File: src/design/nps_pkg.sv
`timescale 1ns / 1ps
package nps_pkg;

  // Defaults for the top-level parameters
  localparam int DEF_MAX_SEGMENTS = 1024;
  localparam int DEF_CORDIC_STEPS = 16;

  // Projection ratio fraction bits
  localparam int T_BITS = 24;
  localparam logic [39:0] DIST_SAT = 40'hFF_FFFF_FFFF;

  // Request opcodes
  localparam logic [1:0] OP_APPEND   = 2'd0;
  localparam logic [1:0] OP_VARIANCE = 2'd1;
  localparam logic [1:0] OP_QUERY    = 2'd2;

  // Result status codes
  localparam logic [1:0] ST_SNAPPED   = 2'd0;
  localparam logic [1:0] ST_THROTTLED = 2'd1;
  localparam logic [1:0] ST_NONE      = 2'd2;

  // Z modes
  localparam logic [1:0] ZM_INPUT = 2'd0;
  localparam logic [1:0] ZM_MAP   = 2'd1;

  // Configuration register indexes
  localparam logic [3:0] REG_SEARCH_RADIUS  = 4'd0;
  localparam logic [3:0] REG_HEADING_FILTER = 4'd1;
  localparam logic [3:0] REG_MAX_HEAD_ERR   = 4'd2;
  localparam logic [3:0] REG_MAX_YAW_VAR    = 4'd3;
  localparam logic [3:0] REG_Z_MODE         = 4'd4;
  localparam logic [3:0] REG_Z_OFFSET       = 4'd5;
  localparam logic [3:0] REG_MIN_PERIOD     = 4'd6;
  localparam logic [3:0] REG_MIN_DISP       = 4'd7;

  // CORDIC arctangent table, 2^24 units per turn
  function automatic logic signed [27:0] atan_lut(input logic [4:0] i);
    logic signed [27:0] v;
    case (i)
      5'd0:  v = 28'sd2097152;
      5'd1:  v = 28'sd1238021;
      5'd2:  v = 28'sd654136;
      5'd3:  v = 28'sd332050;
      5'd4:  v = 28'sd166669;
      5'd5:  v = 28'sd83416;
      5'd6:  v = 28'sd41718;
      5'd7:  v = 28'sd20860;
      5'd8:  v = 28'sd10430;
      5'd9:  v = 28'sd5215;
      5'd10: v = 28'sd2608;
      5'd11: v = 28'sd1304;
      5'd12: v = 28'sd652;
      5'd13: v = 28'sd326;
      5'd14: v = 28'sd163;
      5'd15: v = 28'sd81;
      5'd16: v = 28'sd41;
      5'd17: v = 28'sd20;
      5'd18: v = 28'sd10;
      5'd19: v = 28'sd5;
      5'd20: v = 28'sd3;
      5'd21: v = 28'sd1;
      5'd22: v = 28'sd1;
      default: v = 28'sd0;
    endcase
    return v;
  endfunction

endpackage

File: src/design/nps_cordic.sv
`timescale 1ns / 1ps
module nps_cordic import nps_pkg::*; #(
  parameter int STEPS = DEF_CORDIC_STEPS
) (
  input  logic               clk,
  input  logic               rst_n,
  input  logic               start,
  input  logic signed [32:0] x_in,
  input  logic signed [32:0] y_in,
  output logic               done,
  output logic [15:0]        head
);

  localparam int NS = (STEPS < 24) ? STEPS : 24;
  localparam int CW = $clog2(NS + 1);

  logic signed [35:0] x_r, y_r, xs, ys;
  logic signed [27:0] z_r, zr;
  logic [CW-1:0]      cnt_r;
  logic               busy_r, done_r, zero_r;
  logic signed [35:0] xe, ye;

  assign xe = 36'(x_in);
  assign ye = 36'(y_in);
  assign xs = x_r >>> cnt_r;
  assign ys = y_r >>> cnt_r;

  // Control: run NS micro-rotations
  always_ff @(posedge clk) begin
    if (!rst_n) begin
      busy_r <= 1'b0;
      done_r <= 1'b0;
      cnt_r  <= '0;
    end else if (start) begin
      busy_r <= 1'b1;
      done_r <= 1'b0;
      cnt_r  <= '0;
    end else if (busy_r) begin
      if (cnt_r == CW'(NS - 1)) begin
        busy_r <= 1'b0;
        done_r <= 1'b1;
      end else begin
        cnt_r <= cnt_r + 1'b1;
      end
    end
  end

  // Datapath: prerotate into the right half plane, then rotate
  always_ff @(posedge clk) begin
    if (start) begin
      zero_r <= (x_in == 33'sd0) && (y_in == 33'sd0);
      if (x_in < 0) begin
        if (y_in >= 0) begin
          x_r <= ye;
          y_r <= -xe;
          z_r <= 28'sd4194304;
        end else begin
          x_r <= -ye;
          y_r <= xe;
          z_r <= -28'sd4194304;
        end
      end else begin
        x_r <= xe;
        y_r <= ye;
        z_r <= '0;
      end
    end else if (busy_r) begin
      if (y_r > 0) begin
        x_r <= x_r + ys;
        y_r <= y_r - xs;
        z_r <= z_r + atan_lut(5'(cnt_r));
      end else begin
        x_r <= x_r - ys;
        y_r <= y_r + xs;
        z_r <= z_r - atan_lut(5'(cnt_r));
      end
    end
  end

  // Round half up to 16 bits
  assign zr   = z_r + 28'sd128;
  assign head = zero_r ? 16'd0 : zr[23:8];
  assign done = done_r;

endmodule

File: config.mk
export PLATFORM = sky130hd
export DESIGN_NAME = nps_cordic
export DESIGN_NICKNAME = d
export VERILOG_FILES = /design/src/design/nps_pkg.sv /design/src/design/nps_cordic.sv
export SDC_FILE = /design/constraint.sdc
export NUM_CORES = 1
export LEC_CHECK = 0
export ABC_CLOCK_PERIOD_IN_PS = 9700
export BUFFER_PORTS_ARGS = -buffer_cell sky130_fd_sc_hd__buf_4
export CORE_MARGIN = 3
export CORE_UTILIZATION = 41
export CTS_CLUSTER_DIAMETER = 40
export DETAILED_ROUTE_END_ITERATION = 6
export GPL_ROUTABILITY_DRIVEN = 0
export PLACE_DENSITY = 0.53
export REMOVE_ABC_BUFFERS = 1
export SETUP_SLACK_MARGIN = 0.4
export SLEW_MARGIN = 20
export SYNTH_ARGS = -nofsm -noshare
export SYNTH_HDL_FRONTEND = slang
export SYNTH_SLANG_ARGS = --single-unit
File: constraint.sdc
create_clock -name clk -period 9.7 [get_ports clk]
set_clock_uncertainty 0.15 [all_clocks]
set_input_delay 1.455 -clock clk [delete_from_list [all_inputs] [get_ports clk]]
set_output_delay 1.455 -clock clk [all_outputs]
set_load 0.03 [all_outputs]
# Word level (Yosys, flattened, before mapping)
# Memory sizes are Yosys's and may differ from the RTL's. A register that Yosys moved wholly into a read port is not among the register bits.
# Index checks and enable logic that the tools add are counted.
# totals
memories	2
word_cells	63
reg_bits	108
out_inout_bits	17
inputBits	69
mem_bits_ro	1408
# memory_table
memory	depth	word_bits	read_ports	rd_clocked_by_memory_dff	wr	line_no	text
(name not given)	32	22	1	1	0	nps_pkg.sv:39	case (i)
(name not given)	32	22	1	1	0	nps_pkg.sv:39	
# classes
n_lt_le_gt_ge	3
muxes	29
bitwise_logic	2
reduce_logical	7
n_eq_ne	1
add_sub_neg	10
n_shift	2
# op_table
operator	count
36-bit 2-to-1 mux	10
28-bit 2-to-1 mux	11
36-bit adder	2
33-bit negator with 36-bit output	2
36-bit by 5-bit >>> shifter with 36-bit output	2
36-bit subtractor	2
33-bit logical NOT	2
36-bit by 1-bit > comparator with 1-bit output, second input constant	1
33-bit by 1-bit greater-or-equal comparator with 1-bit output, second input constant	1
33-bit by 1-bit less-than comparator with 1-bit output, second input constant	1
28-bit adder	1
28-bit subtractor	1
24-bit by 9-bit adder with 24-bit output, second input constant	1
5-bit 2-to-1 mux	4
16-bit 2-to-1 mux	1
5-bit by 1-bit adder with 5-bit output, second input constant	1
5-bit by 4-bit equality test with 1-bit output, second input constant	1
2-bit AND reduction	2
1-bit 2-to-1 mux	3
1-bit NOT	2
2-bit nonzero test	1
2-bit OR reduction	1
1-bit logical AND	1

# Longest topological paths before layout
# depth
depth_word	8
ltp_mapped	31
depth_no_buf	22

# Worst setup path after synthesis
# OpenSTA, ideal clock, no wires.
# synth_timing
kind	flip-flop to flip-flop
from	reg cnt_r[4]
to	reg y_r[31] (data pin)
synth_period_minus_slack_ns	6.202
path_slack_ns	3.498
t_required_ns	9.415
arrival_time_ns	5.917
path_buffers	8
setup_ns	0.135
stages_incl_launch_ff	26
path_cell_list	dfxtp_1 -> clkbuf_1 -> clkbuf_1 -> clkbuf_1 -> clkbuf_1 -> clkbuf_1 -> clkbuf_1 -> clkbuf_1 -> nor2_1 -> a21oi_1 -> ha_1 -> and3_1 -> buf_4 -> nand3_4 -> o21ai_0 -> xnor2_1 -> ha_1 -> a21oi_1 -> nor2b_1 -> or3_1 -> or3b_2 -> o21bai_1 -> o2111ai_1 -> a21o_1 -> a2111oi_0 -> nand3b_1
# synth_via
elab_chain_cells	5
elab_cells_between_ends	6
classes_between	add/sub: 2; shift: 1; mux: 3
# synth_rtl
element	line_no	text
start, declared	nps_cordic.sv:19	logic [CW-1:0] cnt_r;
start signal, assigned	nps_cordic.sv:43	cnt_r <= cnt_r + 1'b1;
36-bit by 5-bit >>> shifter with 36-bit output *	nps_cordic.sv:25	assign xs = x_r >>> cnt_r;
36-bit adder / 36-bit subtractor (equally long branches)	nps_cordic.sv:74, nps_cordic.sv:70	
36-bit 2-to-1 mux *	nps_cordic.sv:68	if (y_r > 0) begin
36-bit 2-to-1 mux *	nps_cordic.sv:67	end else if (busy_r) begin
36-bit 2-to-1 mux *	nps_cordic.sv:50	if (start) begin
end signal, assigned	nps_cordic.sv:55	y_r <= -xe;
end signal, assigned	nps_cordic.sv:70	y_r <= y_r - xs;
end signal, assigned	nps_cordic.sv:74	y_r <= y_r + xs;
end, declared	nps_cordic.sv:17	logic signed [35:0] x_r, y_r, xs, ys;
# Mark *: on every way between the ends. The rest lies on a longest branch, timed or not. The select of a mux whose other input is x is not followed.
# A chain may end at the register's enable or synchronous reset.

# Final worst setup path
# layout_timing
from	reg cnt_r[1]
to	reg x_r[34] (data pin)
# layout_via
elab_chain_cells	5
elab_cells_between_ends	6
classes_between	add/sub: 2; shift: 1; mux: 3
# layout_rtl
element	line_no	text
36-bit by 5-bit >>> shifter with 36-bit output *	nps_cordic.sv:26	assign ys = y_r >>> cnt_r;
36-bit subtractor / 36-bit adder (equally long branches)	nps_cordic.sv:73, nps_cordic.sv:69	
36-bit 2-to-1 mux *	nps_cordic.sv:68	
36-bit 2-to-1 mux *	nps_cordic.sv:67	
36-bit 2-to-1 mux *	nps_cordic.sv:50	
end signal, assigned	nps_cordic.sv:54	x_r <= ye;
end signal, assigned	nps_cordic.sv:69	x_r <= x_r + ys;
end signal, assigned	nps_cordic.sv:73	x_r <= x_r - ys;
end, declared	nps_cordic.sv:17	
# Marked as above.

==> results by group <==
Run status
  • Status: finished with violations
  • Violated checks: DRC

Global routing
  • Wire length of the first global-routing pass: 113 mm
  • Initial antenna violation count: 0
  • Number of global-route vias before repair: 18700
  • Pin count of the biggest net entering global routing: 90
  • Global Route Usage Sum: 0.288
  • Leftover overflow at the end of global routing: 0

CTS
  • Clk pin slew, worst setup/hold paths: 0.07 ns
  • TritonCTS clock tree: built
  • Clock Tree Root: clkbuf_16
  • Deepest clock path buffer count: 2
  • Count of cells resized by post-cts repair: 0
  • Number of levels the H-tree was split into: 4
  • Number of buffers added by the clock tree synthesis step: 17
  • Clock latency reported for the late side of the worst-skew pair: 0.49 ns
  • Post-CTS Setup Inserts: 0
  • Total number of clock tree sinks: 126
  • Hold-fix buffers, CTS: 0

Worst setup path
  • Crit Reg-Reg Startpoint: cnt_r[1]$_SDFFE_PP0P_
  • Path type of the worst setup path: reg2reg
  • Delay contributed by the slowest stage of the critical path: 0.76 ns
  • Worst setup slack for register-to-register paths: 1.96 ns
  • Critical path's most frequent cell: a31oi_1
  • Crit path capture type: flip-flop
  • Startpoint class of the critical path: flip-flop
  • Critical path fanouts, max: 43
  • Cell Chain, Critical Path: buf_4 -> mux4_2 -> mux2_2 -> mux2i_1 -> nor2_1 -> nor2_1 -> ha_1 -> o221ai_1 -> a211o_1 -> inv_1 -> a31oi_1 -> xor2_1 -> ha_1 -> and3_1 -> nor2b_1 -> nand4_1 -> nor3_1 -> o21ai_0 -> a31oi_1 -> o2111ai_1 -> a31oi_1 -> o21a_1 -> nor3_1
  • Cell with the largest stage delay on the worst path: dfxtp_4
  • Capturing point of the worst reg2reg path: x_r[34]$_DFFE_PP_
  • Worst Reg-to-Reg Cells: 23
  • Arrival time at the worst endpoint: 7.80 ns
  • Crit path required time: 9.76 ns
  • Count of buffer and inverter cells on the critical path: 2
  • CP top delay family: compound AO/OA/AOI/OAI gates

Yosys
  • Synthesized area per cell: 8.21 um^2
  • Post-synthesis instance area: 0.0198 mm^2
  • Most used standard cells in the synthesized netlist: 234 x nand2_1, 203 x nor2_1, 175 x o21ai_0
  • Post-synthesis async set-or-reset flop share: 0
  • Post-Syn Instances: 2411
  • Number of synthesized flops with an enable pin: 97
  • Sequential area share after synthesis: 0.176
  • Flip-flop and latch count after synthesis: 126
  • Area share of the leading cell type in the synthesized netlist: 0.147
  • Synth area leader: edfxtp_1
  • Most common cell in the netlist: nand2_1
  • Count of different cell masters after synthesis: 100
  • Most used flip-flop cell after synthesis: edfxtp_1
  • Warnings from Yosys: 0
  • Biggest area contributors in the synthesized netlist: edfxtp_1 15%, mux4_2 9.6%, ha_1 6.8%

Cells and area
  • Final Cell Area: 0.0213 mm^2
  • Count of filler cells inserted in the layout: 4684
  • Share of post-route cells with drive strength above 1: 0.133
  • Count of placed standard cells in the final layout, fillers left out: 3015
  • Combined area of the multi-input logic cells: 0.0153 mm^2
  • Count of inserted antenna diode cells: 0
  • Area growth from synthesis to final layout: 7.58%
  • Count of nets after finishing: 2575
  • FF+latch area: 0.00351 mm^2

Power and ir drop
  • Power density of the placed cells: 423 mW/mm^2
  • Fraction of power consumed by sequential logic: 0.171
  • Peak supply drop: 0.000162 V
  • Cell internal power dissipation: 4150 uW
  • Combinational fraction of design power: 0.752
  • Switching component of the power: 4870 uW
  • LEAKAGE: 0.00803 uW
  • Clock network fraction of design power: 0.077
  • Net switching share of the total power: 0.540

Place
  • Post-DP Area: 0.0207 mm^2
  • Half-perimeter wire length of the detailed placement result: 56.4 mm
  • Setup Slack @ Placement: 2.13 ns
  • Count of input and output buffers: 85
  • Number of cells after detailed placement: 2983

Drt
  • Remaining antenna violation count after routing: 0
  • Initial DRC Count: 1973
  • DRC errors left: 11
  • Final wirelength: 74.8 mm
  • Number of vias per cell after detailed routing: 6.59
  • Wire per inst: 24.8 um
  • Routed vias: 19900
  • Number of detailed-route iterations in the first pass: 7

STA
  • Tcrit/Tclk final: 0.798
  • Slew at the pin closest to its max-slew limit: 1.12 ns
  • Setup-violating endpoint count in the final report: 0
  • Max Clock Freq: 0.129 GHz
  • Final setup TNS: 0 ns
  • Minimum hold slack: 0.335 ns
  • Final Slew Violations: 0
  • Final hold violations: 0
  • Setup repair after global routing missed its margin: false
  • Time the final worst path needs with I/O delays and setup: 7.74 ns
  • Worst-case headroom to the max-slew limit: 0.243
  • Setup ws final: 1.96 ns

Die
  • Die Footprint: 0.0510 mm^2
  • Die Wd: 226 um
  • Starting density of the core: 0.420
  • Number of placement rows: 79
  • Total core area: 0.0471 mm^2
  • Chip Height: 226 um
  • # IOs: 86

Min path
  • Worst min-delay path category: reg2reg
  • End point of the worst hold path: done$_SDFFE_PP0P_
  • Min-Delay Startpoint: done$_SDFFE_PP0P_
  • Cell depth of the worst min-delay path: 2

Flow run
  • Count of max-cap constraint violations: 0
-- routing by layer --
layer	part of all wire	track usage
met4	0.043	0.129
met1	0.41	0.375
met2	0.45	0.459
met5	0	0
met3	0.091	0.0630
-- cell type report --
type                            instances  share of cell area
Clock inverter                         13             0.00693
Inverter                               65              0.0115
Sequential cell                       126               0.165
Clock buffer                           19              0.0223
Multi-Input combinational cell       2069               0.718
Tap cell                              607              0.0357
Timing Repair Buffer                  116              0.0409
-- stage by stage --
stage,power [uW],util
5_1_grt,9680,0.452
3_3_place_gp,8060,0.438
6_report,9020,0.452
2_1_floorplan,6190,-
4_1_cts,8880,0.452
3_5_place_dp,8110,0.438
-- placed cells by master (no fill, tap or decap), types with 39 or more instances in the layout --
| cell | instances |
|---|---|
| a21o_1 | 42 |
| a21oi_1 | 169 |
| buf_4 | 116 |
| edfxtp_1 | 97 |
| ha_1 | 108 |
| inv_1 | 64 |
| mux2_2 | 39 |
| mux2i_1 | 74 |
| mux4_2 | 84 |
| nand2_1 | 234 |
| nand3_1 | 45 |
| nor2_1 | 202 |
| nor3_1 | 51 |
| o211ai_1 | 65 |
| o21ai_0 | 175 |
| xnor2_1 | 110 |
| xor2_1 | 109 |
-- worst max path at each step --
stage                        endpoint  cells after the start                   from  slack, ns
floorplan           y_r[31]$_DFFE_PP_                     19  cnt_r[1]$_SDFFE_PP0P_        0.1
global placement    x_r[34]$_DFFE_PP_                     23  cnt_r[1]$_SDFFE_PP0P_       2.16
detailed placement  x_r[34]$_DFFE_PP_                     23  cnt_r[1]$_SDFFE_PP0P_       2.13
CTS                 x_r[34]$_DFFE_PP_                     23  cnt_r[1]$_SDFFE_PP0P_       2.09
global route        x_r[34]$_DFFE_PP_                     23  cnt_r[1]$_SDFFE_PP0P_       1.60
finish              x_r[34]$_DFFE_PP_                     23  cnt_r[1]$_SDFFE_PP0P_       1.96
-- power groups by stage --
stage	Combinational (uW)	Clock, uW	Sequential (uW)
final	6780	696	1540
after global routing	7410	732	1540
after CTS	6660	721	1490
after detailed placement	6600	0	1500
after global placement	6550	0	1510
after floorplan	4970	0	1220
-- worst reg2reg max path, stage by stage, from the launching register on --
cell and delay, ns:
dfxtp_4 0.76, buf_4 0.51, mux4_2 0.60, mux2_2 0.32, mux2i_1 0.49, nor2_1 0.09
nor2_1 0.17, ha_1 0.22, o221ai_1 0.16, a211o_1 0.40, inv_1 0.14, a31oi_1 0.10
xor2_1 0.48, ha_1 0.32, and3_1 0.20, nor2b_1 0.22, nand4_1 0.13, nor3_1 0.57
o21ai_0 0.34, a31oi_1 0.40, o2111ai_1 0.24, a31oi_1 0.29, o21a_1 0.14, nor3_1 0.05
-- kinds of logic after synthesis --
| family | after synthesis | synth area share |
|---|---|---|
| AOI/OAI and AO/OA | 780 | 0.260 |
| and+or+nand+nor | 758 | 0.185 |
| xor gates and xnor gates | 219 | 0.0969 |
| buffers and inverters | 216 | 0.0513 |
| muxes | 201 | 0.159 |
| DFF | 126 | 0.176 |
| adders and majority gates | 111 | 0.0713 |
Power figures use the tool's default switching activity.
