==> config.mk <==
export PLATFORM = sky130hd
export DESIGN_NAME = nps_div
export DESIGN_NICKNAME = d
export VERILOG_FILES = /design/src/design/nps_pkg.sv /design/src/design/nps_div.sv
export SDC_FILE = /design/constraint.sdc
export NUM_CORES = 1
export LEC_CHECK = 0
export BUFFER_PORTS_ARGS = -buffer_cell sky130_fd_sc_hd__buf_2
export CAP_MARGIN = 15
export CORE_ASPECT_RATIO = 2
export CORE_MARGIN = 4
export CORE_UTILIZATION = 50
export DETAILED_ROUTE_END_ITERATION = 10
export PLACE_DENSITY_LB_ADDON = 0.2
export SYNTH_ARGS = -nofsm -noshare
export SYNTH_HDL_FRONTEND = slang
export SYNTH_SLANG_ARGS = --single-unit
==> constraint.sdc <==
create_clock -name clk -period 6.89 [get_ports clk]
set_clock_uncertainty 0.2 [all_clocks]
set_input_delay 0.3445 -clock clk [delete_from_list [all_inputs] [get_ports clk]]
set_output_delay 0.3445 -clock clk [all_outputs]
set_load 0.005 [all_outputs]
==> src/design/nps_pkg.sv <==
`timescale 1ns / 1ps
package nps_pkg;

  // Defaults for the top-level parameters
  localparam int DEF_MAX_SEGMENTS = 1024;
  localparam int DEF_CORDIC_STEPS = 16;

  // Projection ratio fraction bits
  localparam int T_BITS = 24;
  localparam logic [39:0] DIST_SAT = 40'hFF_FFFF_FFFF;

  // Request opcodes
  localparam logic [1:0] OP_APPEND   = 2'd0;
  localparam logic [1:0] OP_VARIANCE = 2'd1;
  localparam logic [1:0] OP_QUERY    = 2'd2;

  // Result status codes
  localparam logic [1:0] ST_SNAPPED   = 2'd0;
  localparam logic [1:0] ST_THROTTLED = 2'd1;
  localparam logic [1:0] ST_NONE      = 2'd2;

  // Z modes
  localparam logic [1:0] ZM_INPUT = 2'd0;
  localparam logic [1:0] ZM_MAP   = 2'd1;

  // Configuration register indexes
  localparam logic [3:0] REG_SEARCH_RADIUS  = 4'd0;
  localparam logic [3:0] REG_HEADING_FILTER = 4'd1;
  localparam logic [3:0] REG_MAX_HEAD_ERR   = 4'd2;
  localparam logic [3:0] REG_MAX_YAW_VAR    = 4'd3;
  localparam logic [3:0] REG_Z_MODE         = 4'd4;
  localparam logic [3:0] REG_Z_OFFSET       = 4'd5;
  localparam logic [3:0] REG_MIN_PERIOD     = 4'd6;
  localparam logic [3:0] REG_MIN_DISP       = 4'd7;

  // CORDIC arctangent table, 2^24 units per turn
  function automatic logic signed [27:0] atan_lut(input logic [4:0] i);
    logic signed [27:0] v;
    case (i)
      5'd0:  v = 28'sd2097152;
      5'd1:  v = 28'sd1238021;
      5'd2:  v = 28'sd654136;
      5'd3:  v = 28'sd332050;
      5'd4:  v = 28'sd166669;
      5'd5:  v = 28'sd83416;
      5'd6:  v = 28'sd41718;
      5'd7:  v = 28'sd20860;
      5'd8:  v = 28'sd10430;
      5'd9:  v = 28'sd5215;
      5'd10: v = 28'sd2608;
      5'd11: v = 28'sd1304;
      5'd12: v = 28'sd652;
      5'd13: v = 28'sd326;
      5'd14: v = 28'sd163;
      5'd15: v = 28'sd81;
      5'd16: v = 28'sd41;
      5'd17: v = 28'sd20;
      5'd18: v = 28'sd10;
      5'd19: v = 28'sd5;
      5'd20: v = 28'sd3;
      5'd21: v = 28'sd1;
      5'd22: v = 28'sd1;
      default: v = 28'sd0;
    endcase
    return v;
  endfunction

endpackage

==> src/design/nps_div.sv <==
`timescale 1ns / 1ps
module nps_div import nps_pkg::*; (
  input  logic               clk,
  input  logic               rst_n,
  input  logic               start,
  input  logic [63:0]        num,
  input  logic [63:0]        den,
  output logic               done,
  output logic [T_BITS-1:0]  quot
);

  localparam int CW = $clog2(T_BITS + 1);

  logic [64:0]       rem_r;
  logic [63:0]       den_r;
  logic [T_BITS-1:0] q_r;
  logic [CW-1:0]     cnt_r;
  logic              busy_r;
  logic              done_r;
  logic [64:0]       shl;
  logic              take;

  assign shl  = {rem_r[63:0], 1'b0};
  assign take = shl >= {1'b0, den_r};

  // Sequence one quotient bit per cycle
  always_ff @(posedge clk) begin
    if (!rst_n) begin
      busy_r <= 1'b0;
      done_r <= 1'b0;
      cnt_r  <= '0;
    end else begin
      done_r <= 1'b0;
      if (start) begin
        busy_r <= 1'b1;
        cnt_r  <= '0;
      end else if (busy_r) begin
        cnt_r <= cnt_r + 1'b1;
        if (cnt_r == CW'(T_BITS - 1)) begin
          busy_r <= 1'b0;
          done_r <= 1'b1;
        end
      end
    end
  end

  // Restoring step
  always_ff @(posedge clk) begin
    if (start) begin
      rem_r <= {1'b0, num};
      den_r <= den;
      q_r   <= '0;
    end else if (busy_r) begin
      rem_r <= take ? (shl - {1'b0, den_r}) : shl;
      q_r   <= {q_r[T_BITS-2:0], take};
    end
  end

  assign done = done_r;
  assign quot = q_r;

endmodule

Word-level counts from Yosys, hierarchy flattened
Cells that the tools add are included.
{"block": "op_classes", "add_sub_neg": 2, "order_cmp": 1, "eq_ne": 1, "mux": 7, "n_bitwise": 2, "n_reduce_logical": 3}
{"cell": "64-bit 2-to-1 mux", "count": 3}
{"cell": "65-bit by 64-bit greater-or-equal comparator with 1-bit output", "count": 1}
{"cell": "64-bit subtractor", "count": 1}
{"cell": "5-bit by 1-bit adder with 5-bit output (second input constant)", "count": 1}
{"cell": "5-bit == test (second input constant)", "count": 1}
{"cell": "1-bit 2-to-1 mux", "count": 4}
{"cell": "3-bit OR reduction", "count": 1}
{"cell": "1-bit inverter", "count": 2}
{"cell": "2-bit nonzero test", "count": 1}
{"cell": "2-bit OR reduction", "count": 1}
{"block": "totals", "register_bits": 159, "in_bits": 131, "out_inout_bits": 25, "elab_cells": 22}

Logic depth before layout (Yosys ltp)
Gate-level depths: netlist (run 1).
{"block": "logic_depth", "depth_word": 4, "depth_mapped": 15, "mapped_depth_nobuf": 13}

Worst setup path before layout (run 1)
Ideal clock, no wire load.
{"block": "synth_timing", "kind": "register -> register", "from": "register rem_r[0]", "to": "register rem_r[56], data pin", "setup_time_ns": 0.261, "arrival_ns": 2.828, "t_required_ns": 6.429, "slack_ns": 3.601, "stages_incl_launch_ff": 13, "synth_period_minus_slack_ns": 3.289, "path_cell_list": "edfxtp_1 > inv_1 > fa_1 > nand2b_1 > a21o_1 > a311o_1 > a21oi_1 > o21bai_1 > a211o_1 > and2_4 > o21ai_2 > a311oi_1 > a221o_1"}
{"block": "synth_between", "elab_chain_cells": 4}
{"element": "from (decl)", "line": "nps_div.sv:14", "rtl": "logic [64:0] rem_r;"}
{"element": "from (signal assigned)", "line": "nps_div.sv:50", "rtl": "rem_r <= {1'b0, num};"}
{"element": "from (signal assigned)", "line": "nps_div.sv:54", "rtl": "rem_r <= take ? (shl - {1'b0, den_r}) : shl;"}
{"element": "64-bit subtractor / 65-bit by 64-bit greater-or-equal comparator with 1-bit output (equally long branches)", "line": "nps_div.sv:54, nps_div.sv:24"}
{"element": "64-bit 2-to-1 mux (*)", "line": "nps_div.sv:54"}
{"element": "64-bit 2-to-1 mux (*)", "line": "nps_div.sv:53", "rtl": "end else if (busy_r) begin"}
{"element": "64-bit 2-to-1 mux (*)", "line": "nps_div.sv:49", "rtl": "if (start) begin"}
Mark *: on every way between the ends. The rest lies on a longest branch, timed or not. The select of a mux whose other input is x is not followed.
A chain may end at the register's enable or synchronous reset.

Worst setup path in the final report (run 1)
{"block": "layout_timing", "from": "register rem_r[29]", "to": "register rem_r[29], data pin"}
{"block": "layout_between", "elab_chain_cells": 4}
{"element": "65-bit by 64-bit greater-or-equal comparator with 1-bit output", "line": "nps_div.sv:24", "rtl": "assign take = shl >= {1'b0, den_r};"}
{"element": "64-bit 2-to-1 mux", "line": "nps_div.sv:54"}
{"element": "64-bit 2-to-1 mux", "line": "nps_div.sv:53"}
{"element": "64-bit 2-to-1 mux", "line": "nps_div.sv:49"}
Every way passes these cells. The select of a mux whose other input is x is not followed.

==> flow_metrics.py, run 1 <==
metrics = {
    "final_layout": {
        "post-route-cell-area_sq_mm": 0.0130,
        "syn2layout_area_growth_pct": 21.4,
        "final_nets": 1545,
        "stdcell_count": 1630,
        "num-fill-cells": 1855,
        "layout-drive-gt1-share_pct": 17.7,
        "final_core_util_pct": 61.8,
        "antenna_cells": 0,
    },
    "power_and_ir_drop": {
        "leakage_uw": 0.00558,
        "switchingPower_uw": 2260,
        "p_sw_share_pct": 42.7,
        "p_per_area_mw_per_mm2": 406,
        "comb_power_share_pct": 54.6,
        "p_int_uw": 3030,
        "clockPowerShare_pct": 18.1,
        "peakVddDrop_v": 0.000340,
        "pwr-share-seq_pct": 27.3,
    },
    "clocking": {
        "htree_num_levels": 4,
        "cts_buffers": 17,
        "clock_path_buffers": 2,
        "postCtsSetupRepairBufs": 0,
        "clkSlewWorstSetupHoldPaths_ps": 60,
        "clock_latency_ps": 440,
        "cts_tree": "yes",
        "numClockSinks": 159,
        "root_buffer": "clkbuf_16",
    },
    "global_routing": {
        "grt.total_usage_pct": 25.0,
        "first_global_vias": 9524,
        "grt_max_degree": 73,
        "grt_overflow_total": 0,
        "antenna_found_initial": 0,
        "grt_pass1_wl_mm": 47.3,
    },
    "critical_path": {
        "max_stage_delay_ps": 870,
        "path_cells": "ha_1, nand4_2, nor4_2, nand3_1, a211oi_2, o2111ai_2, o211ai_2, and2_1, nor3b_1, a21oi_1, o21ai_0",
        "critPathLaunchType": "flop",
        "worst-endpoint-arrival_ps": 4490,
        "critical_path.max_fanout": 18,
        "end_kind": "flop",
        "worstPathRequired_ps": 6860,
        "slowest_stage": "and2_1",
        "path_delay_family": "simple AND/OR/NAND/NOR gates",
        "cp.buffers_inverters": 0,
        "worstSetupPathType": "reg -> reg",
    },
    "placed_design": {
        "dpl-instance-area_sq_mm": 0.0115,
        "dp.cells": 1512,
        "port_buffers": 155,
        "place.gp.congestion": 0.914,
        "dp_hpwl_mm": 22.4,
    },
    "floorplan": {
        "num_rows": 75,
        "core-area_sq_mm": 0.0210,
        "start_util_pct": 50.9,
        "dieHeight_um": 215,
        "die_x_um": 111,
        "die-area_sq_mm": 0.0240,
        "pin_count": 156,
    },
    "logic_synthesis": {
        "yosys-top-cells-area": "edfxtp_1, ha_1, dfxtp_1",
        "synth-main-ff-cell": "edfxtp_1",
        "netlist_area_sq_mm": 0.0107,
        "async_reset_ff_share_pct": 0,
        "synth_cells": 1151,
        "synth_top_cell_area_share_pct": 35.9,
        "yosys.area.top_type": "edfxtp_1",
        "synthesis.nets": 1348,
        "yosys_warnings": 0,
        "synth_edf_count": 128,
        "synth_cell_types": 71,
        "avgSynthCellArea_sq_um": 9.30,
        "ys_ff_latch": 159,
        "seq_area_frac_synth_pct": 41.7,
    },
    "routing": {
        "drtPass1Iterations": 5,
        "vias": 9184,
        "drt-wirelength-per-cell_um": 18.4,
        "final_antenna_net_count": 0,
        "drc_errors": 0,
        "wl_mm": 30.0,
        "first_iter_violations": 562,
        "via_per_inst": 5.63,
    },
    "sta": {
        "max-slew-margin-rel_pct": 28.7,
        "fin_tns_setup_ps": 0,
        "drv_slew": 0,
        "setup_violations": 0,
        "max_freq_mhz": 221,
        "final.min_clock_period_ps": 4520,
        "tightest_slew_ps": 1070,
        "rsz0062_at_grt": "false",
        "finalHoldViolCount": 0,
        "whs_ps": 22.8,
        "period_share_pct": 65.6,
    },
    "job": {
        "cap_violations": 0,
    },
    "min_path": {
        "hold_path.class": "in -> reg",
    },
    "outcome": {
        "status": "completed",
    },
}
==> path summary, 6_finish.rpt <==
| check | startpoint | endpoint | slack [ps] | cells after the start |
|---|---|---|---|---|
| worst max-delay path | rem_r[29]$_DFFE_PP_ | rem_r[29]$_DFFE_PP_ | 2370 | 11 |
| worst max register to register | rem_r[29]$_DFFE_PP_ | rem_r[29]$_DFFE_PP_ | 2370 | 11 |
| worst min-delay path | num[4] | rem_r[4]$_DFFE_PP_ | 20 | 2 |
| worst min register to register | quot[23]$_SDFFE_PP0P_ | quot[23]$_SDFFE_PP0P_ | 300 | 2 |
==> power by group through the flow <==
stage / clock, uW / sequential (uW) / combinational (uW)
after floorplan: 0 / 1410 / 2220
after global placement: 0 / 1450 / 2780
after detailed placement: 0 / 1460 / 2810
after CTS: 972 / 1440 / 2870
after global routing: 1010 / 1460 / 3180
final: 954 / 1440 / 2890
==> cells by family (layout without fill, tap and decap cells) <==
| logic type | after synthesis | after routing | synth area share (%) |
|---|---|---|---|
| xor gates and xnor gates | 62 | 62 | 5.07 |
| AOI/OAI and AO/OA | 328 | 328 | 19.2 |
| DFF | 159 | 159 | 41.7 |
| and+or+nand+nor | 313 | 313 | 13.9 |
| buffers and inverters | 165 | 375 | 6.46 |
| adders and majority gates | 66 | 66 | 7.78 |
| muxes | 58 | 58 | 5.91 |
==> routing by layer <==
| metal | wire, um | global-route usage [%] |
|---|---|---|
| met1 | 9930 | 22.8 |
| met2 | 17400 | 50.0 |
| met3 | 990 | 4.02 |
| met4 | 1670 | 14.6 |
| met5 | 0 | 0 |
==> worst reg2reg max path: cells and delay by family (launching register included) <==
family,cells,cell delay (ps)
simple gates,5,1880
fa+ha+maj,1,480
compound gates,5,1210
flops,1,500
==> timing repair <==
item / 4_1_cts / 5_1_grt
hold buffers: 85 / 1
hold endpoints to repair: 85 / 1
resized for setup: 0 / 0
==> area by class of cell <==
cell class                      instances  area [sq um]  area share [%]
Inverter                               98           368            2.83
Clock inverter                          7          70.1           0.539
Clock buffer                           25           529            4.07
Sequential cell                       159          4470            34.4
Multi-Input combinational cell        827          5560            42.8
Timing Repair Buffer                  245          1670            12.9
Tap cell                              269           337            2.59
==> through the flow <==
step	worst slack, ps	power, uW
floorplan	3600	3630
global placement	2480	4230
detailed placement	2400	4270
CTS	2390	5280
global route	2160	5650
finish	2370	5280
==> Yosys cell counts (all sizes together) (8+ instances only) <==
| cell type | count |
|---|---|
| ha | 65 |
| a21o | 33 |
| nand2 | 95 |
| nand3 | 23 |
| nor2b | 9 |
| mux2i | 25 |
| xnor2 | 33 |
| mux2 | 33 |
| clkbuf | 35 |
| xor2 | 29 |
| edfxtp | 128 |
| o21bai | 10 |
| nor3 | 13 |
| o21a | 11 |
| buf | 32 |
| nand2b | 13 |
| dfxtp | 31 |
| o21ai | 78 |
| nor2 | 93 |
| a21oi | 118 |
| a31oi | 8 |
| nand4 | 28 |
| inv | 98 |
| a211oi | 29 |
==> registers in the layout (all words and copies together), names as in the netlist <==
name,cells
den_r,64
done,1
quot,24
rem_r,64
busy_r,1
cnt_r,5
==> layout by cell type, fill, tap and decap left out, types with 5 or more instances in the layout <==
| cell | synthesis | routed |
|---|---|---|
| dfxtp_1 | 31 | 30 |
| nand3_1 | 23 | 23 |
| nor3b_1 | 7 | 7 |
| clkbuf_16 | 0 | 20 |
| xnor2_1 | 33 | 33 |
| edfxtp_1 | 128 | 128 |
| a21o_1 | 33 | 33 |
| nand2_1 | 95 | 94 |
| mux2i_1 | 25 | 25 |
| buf_2 | 22 | 154 |
| ha_1 | 65 | 65 |
| mux2_2 | 30 | 30 |
| nor3_1 | 13 | 13 |
| nand4_1 | 26 | 26 |
| o21ai_0 | 60 | 60 |
| o211ai_1 | 6 | 6 |
| or3_1 | 7 | 7 |
| nor2b_1 | 9 | 9 |
| o21a_1 | 10 | 10 |
| o31ai_1 | 5 | 5 |
| a21oi_1 | 114 | 114 |
| nand2b_1 | 13 | 13 |
| dlygate4sd3_1 | 0 | 86 |
| xor2_1 | 29 | 29 |
| a211oi_1 | 28 | 28 |
| nor4_1 | 6 | 6 |
| a31oi_1 | 8 | 8 |
| o21ai_1 | 17 | 17 |
| and3_1 | 6 | 6 |
| inv_1 | 98 | 98 |
| nor2_1 | 93 | 93 |
| o21bai_1 | 10 | 10 |
Power figures use the tool's default switching activity.
==> run 2: changes to the inputs <==
==> constraint.sdc (replaced) <==
create_clock -name clk -period 3.9 [get_ports clk]
set_clock_uncertainty 0.2 [all_clocks]
set_input_delay 0.195 -clock clk [delete_from_list [all_inputs] [get_ports clk]]
set_output_delay 0.195 -clock clk [all_outputs]
set_load 0.005 [all_outputs]
==> flow_metrics.py, run 2 (synthesis results as in run 1) <==
metrics = {
    "outcome": {
        "status": "completed",
    },
    "critical_path": {
        "cp.buffers_inverters": 1,
        "path_delay_family": "compound AO/OA/AOI/OAI gates",
        "worstPathRequired_ps": 3900,
        "worst-endpoint-arrival_ps": 3760,
        "worstSetupPathDepth": 11,
        "reg2reg_to": "rem_r[38]$_DFFE_PP_",
        "r2r_slack_ps": 140,
        "critPathLaunchType": "flop",
        "slowest_stage": "ha_2",
        "rr_startpoint": "rem_r[6]$_DFFE_PP_",
        "path_cells": "ha_2, nand2_1, o21ai_0, a21oi_1, a211oi_2, o2111ai_2, o211ai_2, and2_1, buf_4, mux2_4, mux2_2",
        "end_kind": "flop",
        "max_stage_delay_ps": 430,
        "worstSetupPathType": "reg -> reg",
        "critical_path.max_fanout": 9,
        "reg2reg_depth": 11,
    },
    "min_path": {
        "whs_endpoint": "rem_r[52]$_DFFE_PP_",
        "hold_path.class": "in -> reg",
        "min_path_cells": 4,
        "hp-start": "num[52]",
    },
    "clocking": {
        "clock_path_buffers": 2,
        "htree_num_levels": 4,
        "numClockSinks": 159,
        "clock_latency_ps": 450,
        "cts_buffers": 17,
        "clkSlewWorstSetupHoldPaths_ps": 60,
        "root_buffer": "clkbuf_16",
        "cts_tree": "yes",
    },
    "floorplan": {
        "num_rows": 75,
        "start_util_pct": 50.9,
        "dieHeight_um": 215,
        "core-area_sq_mm": 0.0210,
        "pin_count": 156,
        "die-area_sq_mm": 0.0240,
        "die_x_um": 111,
    },
    "sta": {
        "whs_ps": 53.2,
        "setup_violations": 0,
        "finalHoldViolCount": 0,
        "tightest_slew_ps": 761,
        "max-slew-margin-rel_pct": 49.2,
        "drv_slew": 0,
        "period_share_pct": 96.3,
        "final.min_clock_period_ps": 3760,
        "max_freq_mhz": 266,
        "rsz0062_at_grt": "false",
        "fin_tns_setup_ps": 0,
    },
    "routing": {
        "drtPass1Iterations": 5,
        "drt-wirelength-per-cell_um": 18.8,
        "final_antenna_net_count": 0,
        "drc_errors": 0,
        "vias": 9601,
        "first_iter_violations": 466,
        "via_per_inst": 5.63,
        "wl_mm": 32.1,
    },
    "power_and_ir_drop": {
        "peakVddDrop_v": 0.000414,
        "p_total_uw": 9630,
        "p_per_area_mw_per_mm2": 703,
        "leakage_uw": 0.00589,
    },
    "job": {
        "cap_violations": 0,
    },
    "final_layout": {
        "num-fill-cells": 1735,
        "final_core_util_pct": 65.2,
        "antenna_cells": 0,
        "final_cell_mix": "buf_2, dlygate4sd3_1, edfxtp_1",
        "layout-drive-gt1-share_pct": 19.6,
        "stdcell_count": 1705,
        "final_nets": 1620,
        "final_common_cell": "buf_2",
        "syn2layout_area_growth_pct": 27.9,
    },
    "global_routing": {
        "antenna_found_initial": 0,
        "grt_pass1_wl_mm": 50.7,
        "grt_overflow_total": 0,
        "grt.total_usage_pct": 26.9,
        "first_global_vias": 10200,
        "grt_max_degree": 72,
    },
    "placed_design": {
        "port_buffers": 155,
        "dp.cells": 1543,
        "dp_hpwl_mm": 24.0,
        "place.gp.congestion": 0.961,
    },
}
-- run 2: final cells by class --
cell class | count | area [sq um] | share of cell area, %
well taps | 269 | 337 | 2.46
clock inverters | 13 | 116 | 0.849
multi-input cells | 827 | 5590 | 40.8
inverters | 98 | 368 | 2.69
flip-flops and latches | 159 | 4470 | 32.6
clock buffers | 19 | 433 | 3.16
repair buffers | 320 | 2390 | 17.5
-- run 2: what timing repair did --
| action | in CTS | in global routing |
|---|---|---|
| hold buffers | 129 | 0 |
| endpoints found under the hold margin | 144 | 0 |
| endpoints found under the setup margin | 0 | 12 |
| setup buffers | 0 | 1 |
| gates resized for setup | 0 | 8 |
-- run 2: worst register-to-register path, stage by stage (launching register included) --
cell and delay (ps):
edfxtp_1 410, ha_2 430, nand2_1 120, o21ai_0 320
a21oi_1 210, a211oi_2 380, o2111ai_2 200, o211ai_2 270
and2_1 190, buf_4 210, mux2_4 320, mux2_2 250
-- run 2: metal layers --
layer	vias to the layer above	wire [um]	global-route usage, %
met2	275	18500	53.6
met5	-	0	0
met4	0	1810	15.5
met3	107	1050	4.42
met1	4530	10700	24.9
li1	4689	-	-
-- run 2: worst max path at each step --
stage                   startpoint                  end  slack [ps]
3_3_place_gp   rem_r[26]$_DFFE_PP_  rem_r[38]$_DFFE_PP_         160
6_report        rem_r[6]$_DFFE_PP_  rem_r[38]$_DFFE_PP_         140
3_5_place_dp   rem_r[26]$_DFFE_PP_  rem_r[38]$_DFFE_PP_          60
5_1_grt        rem_r[28]$_DFFE_PP_  rem_r[38]$_DFFE_PP_           3
2_1_floorplan   rem_r[0]$_DFFE_PP_  rem_r[56]$_DFFE_PP_         610
4_1_cts        rem_r[26]$_DFFE_PP_  rem_r[38]$_DFFE_PP_          50
-- run 2: power by group --
part / internal (uW) / leakage [uW] / switching (uW) / total (uW)
combinational: 2270 / 0.00412 / 3240 / 5500
sequential: 2330 / 0.00152 / 205 / 2530
clock: 876 / 0.000253 / 716 / 1590
-- run 2: metrics by stage --
stage                     setup WS, ps  area, sq um
final                              144        13700
after global routing              2.89        13700
after CTS                         46.0        13700
after detailed placement          62.9        11800
after global placement             158        11800
after floorplan                    611        10700
==> run 3: changes to the inputs <==
--- a/config.mk
+++ b/config.mk
@@ -5,10 +5,11 @@
 export SDC_FILE = /design/constraint.sdc
 export NUM_CORES = 1
 export LEC_CHECK = 0
-export BUFFER_PORTS_ARGS = -buffer_cell sky130_fd_sc_hd__buf_2
+export ABC_CLOCK_PERIOD_IN_PS = 3900
+export BUFFER_PORTS_ARGS = -buffer_cell sky130_fd_sc_hd__clkbuf_2
 export CAP_MARGIN = 15
 export CORE_ASPECT_RATIO = 2
-export CORE_MARGIN = 4
+export CORE_MARGIN = 2
 export CORE_UTILIZATION = 50
 export DETAILED_ROUTE_END_ITERATION = 10
 export PLACE_DENSITY_LB_ADDON = 0.2
==> flow_metrics.py, run 3 (synthesis results as in run 1) <==
metrics = {
    "min_path": {
        "min_path_cells": 4,
        "hp-start": "num[52]",
        "hold_path.class": "in -> reg",
        "whs_endpoint": "rem_r[52]$_DFFE_PP_",
    },
    "clocking": {
        "clock_latency_ps": 450,
        "root_buffer": "clkbuf_16",
        "clock_path_buffers": 2,
        "htree_num_levels": 4,
        "clkSlewWorstSetupHoldPaths_ps": 60,
        "numClockSinks": 159,
        "cts_buffers": 17,
        "cts_tree": "yes",
    },
    "critical_path": {
        "critPathLaunchType": "flop",
        "rr_startpoint": "rem_r[0]$_DFFE_PP_",
        "worst-endpoint-arrival_ps": 3760,
        "reg2reg_to": "rem_r[42]$_DFFE_PP_",
        "reg2reg_depth": 12,
        "r2r_slack_ps": 130,
        "worstSetupPathType": "reg -> reg",
        "path_cells": "inv_1, fa_1, nand2b_1, a21o_1, a311o_1, a21oi_1, nor2_1, o31ai_1, a31oi_1, xor2_1, o21ai_1, mux2_2",
        "cp.buffers_inverters": 1,
        "max_stage_delay_ps": 590,
        "end_kind": "flop",
        "worstPathRequired_ps": 3890,
        "slowest_stage": "o31ai_1",
        "critical_path.max_fanout": 3,
        "path_delay_family": "compound AO/OA/AOI/OAI gates",
    },
    "final_layout": {
        "final_common_cell": "clkbuf_2",
        "syn2layout_area_growth_pct": 27.6,
        "post-route-cell-area_sq_mm": 0.0137,
        "num-fill-cells": 1816,
        "layout-drive-gt1-share_pct": 19.3,
        "stdcell_count": 1702,
        "final_cell_mix": "clkbuf_2, dlygate4sd3_1, edfxtp_1",
        "final_nets": 1617,
        "final-seq-area_sq_mm": 0.00447,
        "multi_input_area_sq_mm": 0.00558,
        "antenna_cells": 0,
    },
    "global_routing": {
        "grt_max_degree": 95,
        "grt.total_usage_pct": 28.3,
        "grt_overflow_total": 0,
        "first_global_vias": 9861,
        "antenna_found_initial": 0,
        "grt_pass1_wl_mm": 48.9,
    },
    "sta": {
        "finalHoldViolCount": 0,
        "period_share_pct": 96.6,
        "drv_slew": 0,
        "max-slew-margin-rel_pct": 48.6,
        "max_freq_mhz": 265,
        "final.min_clock_period_ps": 3770,
        "tightest_slew_ps": 771,
        "setup_violations": 0,
    },
    "power_and_ir_drop": {
        "p_int_uw": 5470,
        "peakVddDrop_v": 0.000412,
        "p_per_area_mw_per_mm2": 703,
        "clockPowerShare_pct": 16.4,
        "p_sw_share_pct": 43.0,
        "pwr-share-seq_pct": 26.3,
        "leakage_uw": 0.00591,
        "switchingPower_uw": 4130,
        "comb_power_share_pct": 57.2,
    },
    "placed_design": {
        "dpl-instance-area_sq_mm": 0.0118,
        "place.gp.congestion": 0.938,
        "dp.cells": 1541,
        "dp_hpwl_mm": 23.2,
        "port_buffers": 155,
    },
    "routing": {
        "drt-wirelength-per-cell_um": 18.5,
        "drtPass1Iterations": 5,
        "vias": 9589,
        "via_per_inst": 5.63,
        "drc_errors": 0,
        "final_antenna_net_count": 0,
        "first_iter_violations": 543,
        "wl_mm": 31.5,
    },
    "floorplan": {
        "num_rows": 75,
        "die_x_um": 107,
        "core-area_sq_mm": 0.0210,
        "dieHeight_um": 211,
        "start_util_pct": 50.9,
        "pin_count": 156,
        "die-area_sq_mm": 0.0227,
    },
    "job": {
        "cap_violations": 0,
    },
    "outcome": {
        "status": "completed",
    },
}
==> run 3: cell types whose count changed in the layout (fill, tap and decap cells not counted), sizes merged <==
cell and change:
buf -157, bufinv -1, clkbuf +158, clkinv +1, clkinvlp -5, inv +1
==> run 3: final cells by class <==
cell class,instances,share of cell area [%]
flip-flops and latches,159,32.7
inverters,98,2.69
clock buffers,23,3.53
clock inverters,9,0.430
multi-input cells,827,40.8
repair buffers,317,17.4
well taps,269,2.46
==> run 3: tightest hold or removal path, stage by stage <==
cell	delay [ps]
clkbuf_2	80
nand2b_1	130
o31ai_1	60
a211oi_1	60
==> run 3: through the flow <==
| step | hold WS, ps | worst slack, ps | util (%) | power [uW] | setup TNS (ps) |
|---|---|---|---|---|---|
| 3_5_place_dp | 174 | 96.2 | 56.2 | 7870 | 0 |
| 4_1_cts | 33.7 | 82.7 | 64.9 | 9570 | 0 |
| 5_1_grt | 53.1 | -2.99 | 65.0 | 10300 | -2.99 |
| 6_report | 52.9 | 133 | 65.0 | 9600 | 0 |
| 3_3_place_gp | 172 | 147 | 56.2 | 7820 | 0 |
| 2_1_floorplan | 93.9 | 611 | - | 6410 | 0 |
==> run 3: worst max-delay path by stage <==
stage	start	endpoint	cells past startpoint	slack [ps]
floorplan	rem_r[0]$_DFFE_PP_	rem_r[56]$_DFFE_PP_	12	610
global placement	rem_r[13]$_DFFE_PP_	rem_r[41]$_DFFE_PP_	11	150
detailed placement	rem_r[29]$_DFFE_PP_	rem_r[14]$_DFFE_PP_	11	100
CTS	rem_r[29]$_DFFE_PP_	rem_r[14]$_DFFE_PP_	11	80
global route	rem_r[21]$_DFFE_PP_	rem_r[53]$_DFFE_PP_	11	-3
finish	rem_r[0]$_DFFE_PP_	rem_r[42]$_DFFE_PP_	12	130
==> run 3: what timing repair did <==
item | 4_1_cts | 5_1_grt
hold buffers | 129 | 0
resized for setup | 0 | 7
buffers inserted | 0 | 0
endpoints found under the hold margin | 137 | 0
endpoints found under the setup margin | 0 | 31
==> run 3: metal layers <==
metal  GRT usage, %  wire length [um]
met1           25.3             10500
met2           56.7             18300
met3           4.54               929
met4           17.0              1860
met5              0                 0
==> run 3: power by group through the flow <==
stage                     sequential [uW]  combinational, uW  clock [uW]
final                                2530               5490        1580
after global routing                 2560               6030        1660
after CTS                            2520               5450        1600
after detailed placement             2550               5320           0
after global placement               2540               5280           0
after floorplan                      2490               3920           0
